$ cat config.mk
export PLATFORM = sky130hd
export DESIGN_NAME = lis_cell
export DESIGN_NICKNAME = d
export VERILOG_FILES = /design/src/design/lis_cell.sv
export SDC_FILE = /design/constraint.sdc
export NUM_CORES = 1
export LEC_CHECK = 0
export BUFFER_PORTS_ARGS = -buffer_cell sky130_fd_sc_hd__buf_2
export CORE_AREA = 5 5 405 407
export CTS_CLUSTER_DIAMETER = 80
export CTS_CLUSTER_SIZE = 25
export DETAILED_ROUTE_END_ITERATION = 12
export DIE_AREA = 0 0 410 412
export PLACE_DENSITY = 0.3
export SYNTH_ARGS = -nofsm -noshare
export SYNTH_HDL_FRONTEND = slang
export SYNTH_SLANG_ARGS = --single-unit
$ cat constraint.sdc
create_clock -name clk -period 5.6 [get_ports clk]
set_clock_uncertainty 0.05 [all_clocks]
set_input_delay 0.56 -clock clk [delete_from_list [all_inputs] [get_ports clk]]
set_output_delay 0.56 -clock clk [all_outputs]
set_load 0.01 [all_outputs]
$ cat src/design/lis_cell.sv
// ----------------------------------------------------------------------------
// lis_cell
// One candidate list. Cell K holds list K (K+1 values). It either takes
// the list of its left neighbor plus the new value, or swaps its own tail.
// ----------------------------------------------------------------------------
module lis_cell #(
  parameter int MAX_ELEMENTS = 32,
  parameter int VALUE_BITS   = 16,
  parameter int IW           = 5,
  parameter int CW           = 6,
  parameter int K            = 0
) (
  input  logic                                   clk,
  input  logic                                   step,
  input  logic                                   init,
  input  logic [VALUE_BITS-1:0]                  x,
  input  logic [IW-1:0]                          idx,
  input  logic [CW-1:0]                          count,
  input  logic [MAX_ELEMENTS-1:0][VALUE_BITS-1:0] left_row,
  output logic [MAX_ELEMENTS-1:0][VALUE_BITS-1:0] row,
  output logic                                   grow
);

  logic                                   do_tail;
  logic [MAX_ELEMENTS-1:0][VALUE_BITS-1:0] row_next;

  generate
    if (K == 0) begin : g_first
      // sole element of the one-element list
      assign do_tail = step && (idx == IW'(K)) && (x < row[K]);
      assign grow    = 1'b0;
      // only entry 0 is live here
      always_comb begin
        row_next    = '0;
        row_next[0] = (init || do_tail) ? x : row[0];
      end
    end else begin : g_rest
      logic do_load;
      // tail swap when x stays above the element before the tail
      assign do_tail = step && (idx == IW'(K)) && (x < row[K]) && (x > row[K-1]);
      // extension of the left list into this one
      assign do_load = step && (idx == IW'(K-1)) && (x > left_row[K-1]) &&
                       ((count == CW'(K)) || (x < row[K]));
      assign grow    = do_load && (count == CW'(K));
      always_comb begin
        row_next = row;
        if (do_load) begin
          row_next    = left_row;
          row_next[K] = x;
        end else if (do_tail) begin
          row_next[K] = x;
        end
      end
    end
  endgenerate

  // list register
  always_ff @(posedge clk) begin
    row <= row_next;
  end

endmodule

; Yosys cells after proc, flatten, opt, wreduce, memory -nomap -nowiden
; Cells that the tools add are included.
[word_totals]
ff_bits = 16
latchBits = 0
ram_bits = 0
romBits = 0
out_inout_bits = 513
mem_count = 0
[op_classes]
addsub = 0
multipliers = 0
div = 0
magnitude_cmp = 1
eq_ne = 0
shift = 0
n_mux = 0
bitwise_logic = 0
n_reduce_logical = 4
[op_table]
columns = cell, n
row1 = $lt 16x16->1, 1
row2 = $logic_not 5->1, 1
row3 = $logic_and 1x1->1, 2
row4 = $logic_or 1x1->1, 1

; Logic depth before layout (Yosys ltp)
; Gate-level depths: netlist (run 1).
[depth]
depth_word = 4
ltp_mapped = 6
mapped_depth_nobuf = 6

; Least setup slack after synthesis (run 1)
; OpenSTA, ideal clock, no wires.
[synth_path]
path_type = input to register
from = input x[1]
to = register row[0] (netlist name), enable pin
setup_time_ns = 0.367
arrival_time_ns = 1.753
slack_ns = 3.430
path_stages = 4
path_cell_list = ha_1 > a2111o_1 > a31oi_1 > a21o_1
[synth_via]
elab_chain_len = 3
[synth_rtl]
columns = element, line_no
row1 = "start, declared", 16  ; input logic [VALUE_BITS-1:0] x,
row2 = $lt 16x16->1, 30  ; assign do_tail = step && (idx == IW'(K)) && (x < row[K]);
row3 = $logic_and 1x1->1, 30
row4 = $logic_or 1x1->1, 35  ; row_next[0] = (init || do_tail) ? x : row[0];
row5 = "end signal, assigned", 59  ; row <= row_next;
row6 = "end, declared", 20  ; output logic [MAX_ELEMENTS-1:0][VALUE_BITS-1:0] row,
; No other way between the ends.
; A chain may end at the register's enable or synchronous reset.

; Final worst setup path (run 1)
[layout_path]
from = input idx[0]
to = register row[8] (netlist name), enable pin
[layout_via]
elab_chain_len = 4
[layout_rtl]
columns = element, line_no
row1 = "start, declared", 17  ; input logic [IW-1:0] idx,
row2 = $logic_not 5->1, 30
row3 = $logic_and 1x1->1 (2 in a row), 30
row4 = $logic_or 1x1->1, 35
; No other way between the ends.

==> Flow_metrics.wiki, run 1 <==
{| class="wikitable"
! Metric !! Value
|-
| First-iteration detailed-routing DRC count || between 60 and 70
|-
| Global-route congestion overflow total || 0
|-
| Final Cell Area || 5644 um^2
|-
| Register ranked first by flip-flop count || row
|-
| Largest buffer count on any clock path || 2
|-
| YS warnings || 0
|-
| Arr. time, crit path || 2340 ps
|-
| Max Cap Violations || 0
|-
| DP HPWL || 9.677 mm
|-
| IO Port Bufs || 39
|-
| Setup crit start kind || primary input
|-
| Number of hold-repair buffers added at the cts stage || 0
|-
| Number of placement rows || around 150
|-
| Layout Area Growth over Synthesis || 22.12%
|-
| Core Region || about 160000 um^2
|-
| Hold Fails Final Rpt || 0
|-
| Leakage power || between 2 and 2.5 nW
|-
| Required time worst endpoint || 5440 ps
|-
| Final worst path period need || approximately 2500 ps
|-
| Post-DRT Antenna Nets || 0
|-
| Maximum fanout along the worst path || 16
|-
| Width of the chip || 410 um
|-
| Max reg flops || 16
|-
| Peak Freq || approximately 400 MHz
|-
| Actual slew at the worst max-slew pin || ~770 ps
|-
| Most frequent standard cell in the layout excluding fill and tap cells || sky130_fd_sc_hd__conb_1
|-
| Routability congestion estimate || 0.5434
|-
| Residual DRC count || 0
|-
| Syn avg cell area || a little over 8 um^2
|-
| Final TNS setup || 0 ps
|-
| Max transition margin || approximately 49%
|-
| Overall routing resource usage || less than 1%
|-
| Seq cells post-synth || 16
|-
| TritonCTS clock tree || done
|-
| Result of the run || completed
|-
| Category of the critical setup timing path || primary input to flip-flop
|-
| H-tree depth || 1
|-
| Buffer count from post-CTS setup fixing || 0
|-
| Leading cell types in the layout, fill and taps excluded || 497 x sky130_fd_sc_hd__conb_1, 39 x sky130_fd_sc_hd__buf_2, 16 x sky130_fd_sc_hd__inv_1, 16 x sky130_fd_sc_hd__edfxtp_1, 15 x sky130_fd_sc_hd__ha_1
|-
| Total cell area at the placement stage || about 5600 um^2
|-
| Clock-pin transition on the worst setup and hold timing paths || approximately 60 ps
|-
| Total vias in the final route || 2100
|-
| Fraction of layout cells with a size suffix above 1 || under 10%
|-
| Chip Height || around 410 um
|-
| Clock buffers created by TritonCTS || 3
|-
| Period utilisation layout || approximately 45%
|-
| Largest net degree at the start of global routing || 17
|-
| Via count of the first global-routing pass || 1669
|-
| Power Density || between 90 and 100 nW/um^2
|-
| Final Slew Violations || 0
|-
| Global-route wire length before repair || 10.58 mm
|-
| Clock latency on the worst-skew pair || 250 ps
|-
| IO Count || between 1000 and 1500
|-
| Largest registers || row (16)
|-
| Post-DR vias/cell || a little under 0.8
|-
| Starting Density || under 10%
|-
| WL final || 10.20 mm
|-
| Unrepaired setup endpoints after global routing || no
|-
| Type of the tightest min-delay check || primary input to flip-flop
|-
| Number of nets in the layout || between 1000 and 1500
|-
| Setup violation total in the final timing report || 0
|-
| Count of cell types in the netlist || 19
|-
| Clock tree root driver cell || sky130_fd_sc_hd__clkbuf_16
|-
| Register area share after synthesis || around a tenth
|-
| Synthesized netlist cell count || between 500 and 600
|-
| Maximum resistive drop on vdd || a little over 0.07 mV
|-
| Total number of clock tree sinks || 16
|-
| Routed wire per std cell || about 3.8 um
|-
| Area of the die || approximately 170000 um^2
|-
| Antenna violations before repair || 14
|-
| Total standard cell area after synthesis || 4622 um^2
|-
| CTS-repair resized insts || 0
|-
| Worst setup EP type || flip-flop
|-
| Drt first pass iters || 4
|}
[synthesized netlist by cell type (all sizes together)]
cell,instances,share of area [%]
a21o,1,0.16
edfxtp,16,10
o2111ai,1,0.19
conb,1,0.081
nor4,1,0.27
o21ai,3,0.32
nand2,6,0.49
a2111o,1,0.24
nand4,1,0.14
a31oi,1,0.14
nor4b,1,0.19
a21oi,6,0.65
a22oi,1,0.16
nor3,1,0.11
nand2b,1,0.30
inv,16,1.3
buf,497,81
nor2,1,0.081
ha,15,4.1
[layer usage]
metal / global-route usage, % / routed length, um / up-vias
li1: - / - / 848
met3: 0.6710 / 2649 / 27
met1: 0.7822 / 2295 / 818
met4: 0.3274 / 222 / 6
met5: 0 / 46 / -
met2: 1.684 / 4987 / 401
[final timing paths]
| path | from | end | slack [ps] | depth (start not counted) |
|---|---|---|---|---|
| hold / removal | x[0] | row[0] | 450 | 1 |
| setup reg to reg | row[7] | row[8] | 3150 | 6 |
| setup / recovery | idx[0] | row[8] | 3100 | 5 |
| hold reg to reg | row[0] | row[11] | 1360 | 4 |
[power breakdown]
part / internal, mW / switching (mW) / leakage (nW) / total, mW
Clock: 0.0952 / 0.0547 / 0.0386 / 0.150
Combinational: 0.0254 / 0.201 / 2.01 / 0.226
Sequential: 0.144 / 0.00573 / 0.157 / 0.149
[critical path, cell delays in order]
cell	delay, ps
sky130_fd_sc_hd__buf_2	100
sky130_fd_sc_hd__nor4b_1	600
sky130_fd_sc_hd__o2111ai_1	240
sky130_fd_sc_hd__a31oi_1	200
sky130_fd_sc_hd__a21o_1	640
[final cells by class]
type,count,area (um^2)
clock inverter,1,3.754
multi-input combinational,538,2212
inverter,16,60.06
antenna,3,7.507
tap,2086,2610
timing repair buffer,39,195.2
fill,18990,154200
clock buffer,3,75.07
sequential,16,480.5
[per-stage QoR]
step	total power, mW	cells	worst slack (ps)	util, %	hold slack (ps)
3_5_place_dp	0.3701	2695	2506	3.477	704.5
2_1_floorplan	0.5834	1067	3430	-	608.9
5_1_grt	0.5730	2699	2731	3.527	437.4
4_1_cts	0.5263	2699	2793	3.527	436.0
3_3_place_gp	0.3705	2695	2485	3.477	707.1
6_report	0.5253	2702	3096	3.531	448.4
[kinds of logic (layout without fill, tap and decap cells)]
| kind of cell | count (synthesis) | in the layout | synth area share (%) |
|---|---|---|---|
| other cells | 1 | 500 | 0.08113 |
| fa+ha+maj | 15 | 15 | 4.061 |
| simple gates | 12 | 12 | 1.570 |
| compound gates | 14 | 14 | 1.868 |
| buf+inv | 513 | 59 | 82.02 |
| flops | 16 | 16 | 10.40 |
Note: power is estimated with default switching activity, not from simulation.
==> inputs of run 2 (changes only) <==
--- a/config.mk
+++ b/config.mk
@@ -5,12 +5,13 @@
 export SDC_FILE = /design/constraint.sdc
 export NUM_CORES = 1
 export LEC_CHECK = 0
+export ABC_AREA = 1
 export BUFFER_PORTS_ARGS = -buffer_cell sky130_fd_sc_hd__buf_2
-export CORE_AREA = 5 5 405 407
+export CORE_AREA = 5 5 404 406
 export CTS_CLUSTER_DIAMETER = 80
 export CTS_CLUSTER_SIZE = 25
 export DETAILED_ROUTE_END_ITERATION = 12
-export DIE_AREA = 0 0 410 412
+export DIE_AREA = 0 0 409 411
 export PLACE_DENSITY = 0.3
 export SYNTH_ARGS = -nofsm -noshare
 export SYNTH_HDL_FRONTEND = slang
==> constraint.sdc (replaced) <==
create_clock -name clk -period 2.2 [get_ports clk]
set_clock_uncertainty 0.05 [all_clocks]
set_input_delay 0.22 -clock clk [delete_from_list [all_inputs] [get_ports clk]]
set_output_delay 0.22 -clock clk [all_outputs]
set_load 0.01 [all_outputs]
==> Flow_metrics.wiki, run 2 <==
{| class="wikitable"
! Metric !! Value
|-
| Maximum resistive drop on vdd || 0.1826 mV (+160%)
|-
| YS warnings || 0 (unchanged)
|-
| Total vias in the final route || 2159 (+2.8%)
|-
| Peak Freq || roughly 500 MHz
|-
| Max reg flops || 16 (unchanged)
|-
| Largest stage delay on the critical path || 390 ps (-250 ps)
|-
| Fraction of layout cells with a size suffix above 1 || 8.215% (+1.0 points)
|-
| Antenna violations before repair || 7 (-7)
|-
| Largest net degree at the start of global routing || 13 (-4)
|-
| Proportion of netlist area held by the largest area contributor || 79.95% (-0.78 points)
|-
| Number of hold-repair buffers added at the cts stage || 0 (unchanged)
|-
| Largest buffer count on any clock path || 2 (unchanged)
|-
| Most frequently used flop master after synthesis || sky130_fd_sc_hd__edfxtp_1
|-
| IO Count || 1055 (unchanged)
|-
| Post-DR vias/cell || 0.7940 (+2.2%)
|-
| DP HPWL || 10.76 mm (+11%)
|-
| Seq cells post-synth || 16 (unchanged)
|-
| Arr. time, crit path || 1940 ps (-400 ps)
|-
| Register area share after synthesis || 10.29% (-0.10 points)
|-
| Cell with the biggest individual delay on the critical path || sky130_fd_sc_hd__edfxtp_1
|-
| Synthesized netlist cell count || 588 (+3.0%)
|-
| Number of antenna repair diodes || 0 (-3)
|-
| Net Sw Frac || 50.68% (+0.97 points)
|-
| Most frequent standard cell in the layout excluding fill and tap cells || sky130_fd_sc_hd__conb_1
|-
| Number of synthesized flops with an enable pin || 16 (unchanged)
|-
| First-iteration detailed-routing DRC count || 9 (-85%)
|-
| Leading cell types in the layout, fill and taps excluded || 497 x sky130_fd_sc_hd__conb_1, 39 x sky130_fd_sc_hd__buf_2, 20 x sky130_fd_sc_hd__inv_1
|-
| Result of the run || completed
|-
| Setup crit start kind || flip-flop
|-
| IO Port Bufs || 39 (unchanged)
|-
| Count of cell types in the netlist || 16 (-3)
|-
| Setup violation total in the final timing report || 0 (unchanged)
|-
| Chip Height || 411 um (-0.24%)
|-
| Internal || 0.6839 mW (+160%)
|-
| Final standard cell utilization of the core || 3.595% (+0.064 points)
|-
| Routability congestion estimate || 0.5374 (-1.1%)
|-
| Power Density || 241.9 nW/um^2 (+160%)
|-
| Final Slew Violations || 0 (unchanged)
|-
| Synth top cells by count || 497 x sky130_fd_sc_hd__buf_4, 20 x sky130_fd_sc_hd__inv_1, 19 x sky130_fd_sc_hd__nand2_1, 16 x sky130_fd_sc_hd__edfxtp_1, 15 x sky130_fd_sc_hd__ha_1
|-
| Most frequently used cell type in the post-synthesis netlist || sky130_fd_sc_hd__buf_4
|-
| WL final || 11.32 mm (+11%)
|-
| Maximum fanout along the worst path || 12 (-4)
|-
| Number of placement rows || 147 (unchanged)
|-
| Clock-pin transition on the worst setup and hold timing paths || 60 ps (about the same)
|-
| Post-DRT Antenna Nets || 0 (unchanged)
|-
| Drt first pass iters || 2 (-2)
|-
| Seq pwr share || 27.2% (-1.2 points)
|-
| Critical Path Most Common Cell || sky130_fd_sc_hd__nand2_1
|-
| Core Region || 159500 um^2 (-0.23%)
|-
| Category of cells accounting for the largest share of critical-path delay || simple AND/OR/NAND/NOR gates
|-
| Clock buffers created by TritonCTS || 3 (unchanged)
|-
| Required time worst endpoint || 2130 ps (-3310 ps)
|-
| Period utilisation layout || between 90% and 100%
|-
| Area of the die || 168100 um^2 (-0.49%)
|-
| Register ranked first by flip-flop count || row
|-
| Share of async-settable or async-resettable flops after synthesis || 0% (unchanged)
|-
| Leakage power || 2.289 nW (+3.6%)
|-
| Clock power share || 29.3% (+0.8 points)
|-
| Number of buffer and inverter stages on the critical path || 2 (+1)
|-
| TritonCTS clock tree || done
|-
| Worst R2R Setup Slack || 180 ps (-2970 ps)
|-
| Width of the chip || 409 um (-0.24%)
|-
| Final worst path period need || a little over 2000 ps
|-
| Category of the critical setup timing path || flip-flop to flip-flop
|-
| Global-route congestion overflow total || 0 (unchanged)
|-
| Type of the tightest min-delay check || primary input to flip-flop
|-
| Clock latency on the worst-skew pair || 270 ps (+20 ps)
|-
| Hold Fails Final Rpt || 0 (unchanged)
|-
| Via count of the first global-routing pass || 1761 (+5.5%)
|-
| Number of nets in the layout || 1191 (+1.7%)
|-
| Largest registers || row (16)
|-
| Starting Density || 2.927% (+0.035 points)
|-
| Total standard cell area after synthesis || 4667 um^2 (+0.97%)
|-
| Syn avg cell area || 7.937 um^2 (-1.9%)
|-
| Max Cap Violations || 0 (unchanged)
|-
| Global-route wire length before repair || 12.19 mm (+15%)
|-
| H-tree depth || 1 (unchanged)
|-
| Most area-consuming cells after synthesis || sky130_fd_sc_hd__buf_4 80%, sky130_fd_sc_hd__edfxtp_1 10%, sky130_fd_sc_hd__ha_1 4.0%, sky130_fd_sc_hd__inv_1 1.6%, sky130_fd_sc_hd__nand2_1 1.5%
|-
| Worst setup EP type || flip-flop
|-
| Unrepaired setup endpoints after global routing || no
|-
| Largest area contributor in the netlist || sky130_fd_sc_hd__buf_4
|-
| Net switching power of the design || 0.7027 mW (+170%)
|-
| Layout Area Growth over Synthesis || 22.84%
|-
| Overall power consumption || 1.387 mW (+160%)
|-
| Total number of clock tree sinks || 16 (unchanged)
|-
| Sequence of cells on the critical path || inv_1, ha_1, a21oi_2, nand2_1, nand2_1, nand3_4, nor2_1, nand2_1, nand2_1, buf_12
|-
| Clock tree root driver cell || sky130_fd_sc_hd__clkbuf_16
|-
| Routed wire per std cell || 4.161 um (+10%)
|-
| Residual DRC count || 0 (unchanged)
|-
| Overall routing resource usage || 1.113% (+0.19 points)
|-
| Combinational group share of total power || 43.5% (+0.5 points)
|}
[run 2: cell count changes after synthesis, sizes merged, moves of 2 or more]
| cell | previous run | this run |
|---|---|---|
| nand2 | 6 | 19 |
| o21ai | 3 | 1 |
| nand3 | 0 | 3 |
| nor3 | 1 | 3 |
| inv | 16 | 22 |
| nor2 | 1 | 4 |
[run 2: final cells by class]
class | count | area (um^2)
clock buffer | 3 | 75.07
clock inverter | 1 | 3.754
fill | 18930 | 153700
inverter | 23 | 86.33
multi-input combinational | 548 | 2243
sequential | 16 | 480.5
tap | 2086 | 2610
timing repair buffer | 42 | 234.0
[run 2: kinds of logic (layout without fill, tap and decap cells)]
family,after synthesis,count (layout),share of synthesized area [%]
AOI/OAI and AO/OA,6,6,0.7238
DFF,16,16,10.29
other,1,497,0.08035
buffers and inverters,520,69,81.80
and+or+nand+nor,30,30,3.083
adders and majority gates,15,15,4.021
[run 2: worst paths after layout]
| path | from | depth (start not counted) | to |
|---|---|---|---|
| max | row[14] | 10 | row[5] |
| min | x[3] | 1 | row[3] |
| max reg2reg | row[14] | 10 | row[5] |
| min reg2reg | row[0] | 11 | row[3] |
[run 2: power groups by stage]
| stage | Sequential (mW) | Clock (mW) | Combinational [mW] |
|---|---|---|---|
| 2_1_floorplan | 0.396 | 0 | 1.10 |
| 3_3_place_gp | 0.383 | 0 | 0.582 |
| 3_5_place_dp | 0.384 | 0 | 0.582 |
| 4_1_cts | 0.377 | 0.450 | 0.586 |
| 5_1_grt | 0.380 | 0.456 | 0.692 |
| 6_report | 0.377 | 0.407 | 0.603 |
[run 2: per-stage QoR]
stage	hold slack [ps]	cells	setup TNS, ps	cell area, um^2	setup slack (ps)
4_1_cts	71.56	2719	0	5722	72.08
2_1_floorplan	268.9	1084	0	6529	251.5
3_3_place_gp	367.9	2714	-425.2	5630	-53.04
3_5_place_dp	369.4	2714	-123.3	5630	-30.92
5_1_grt	86.44	2719	0	5733	9.816
6_report	89.52	2719	0	5733	184.7
[run 2: routing by layer]
layer	track usage, %	up-vias	routed length, um	share of wire, %
li1	-	882	-	-
met1	1.239	845	3605	32
met2	1.608	415	4497	40
met3	0.9323	15	3036	27
met4	0.2738	2	163	1.4
met5	0	-	13	0.11
[run 2: timing repair]
item,CTS,global route
hold endpoints to repair,0,0
gates resized for setup,1,2
setup endpoints to repair,16,5
pin swaps,1,0
buffers inserted,1,0
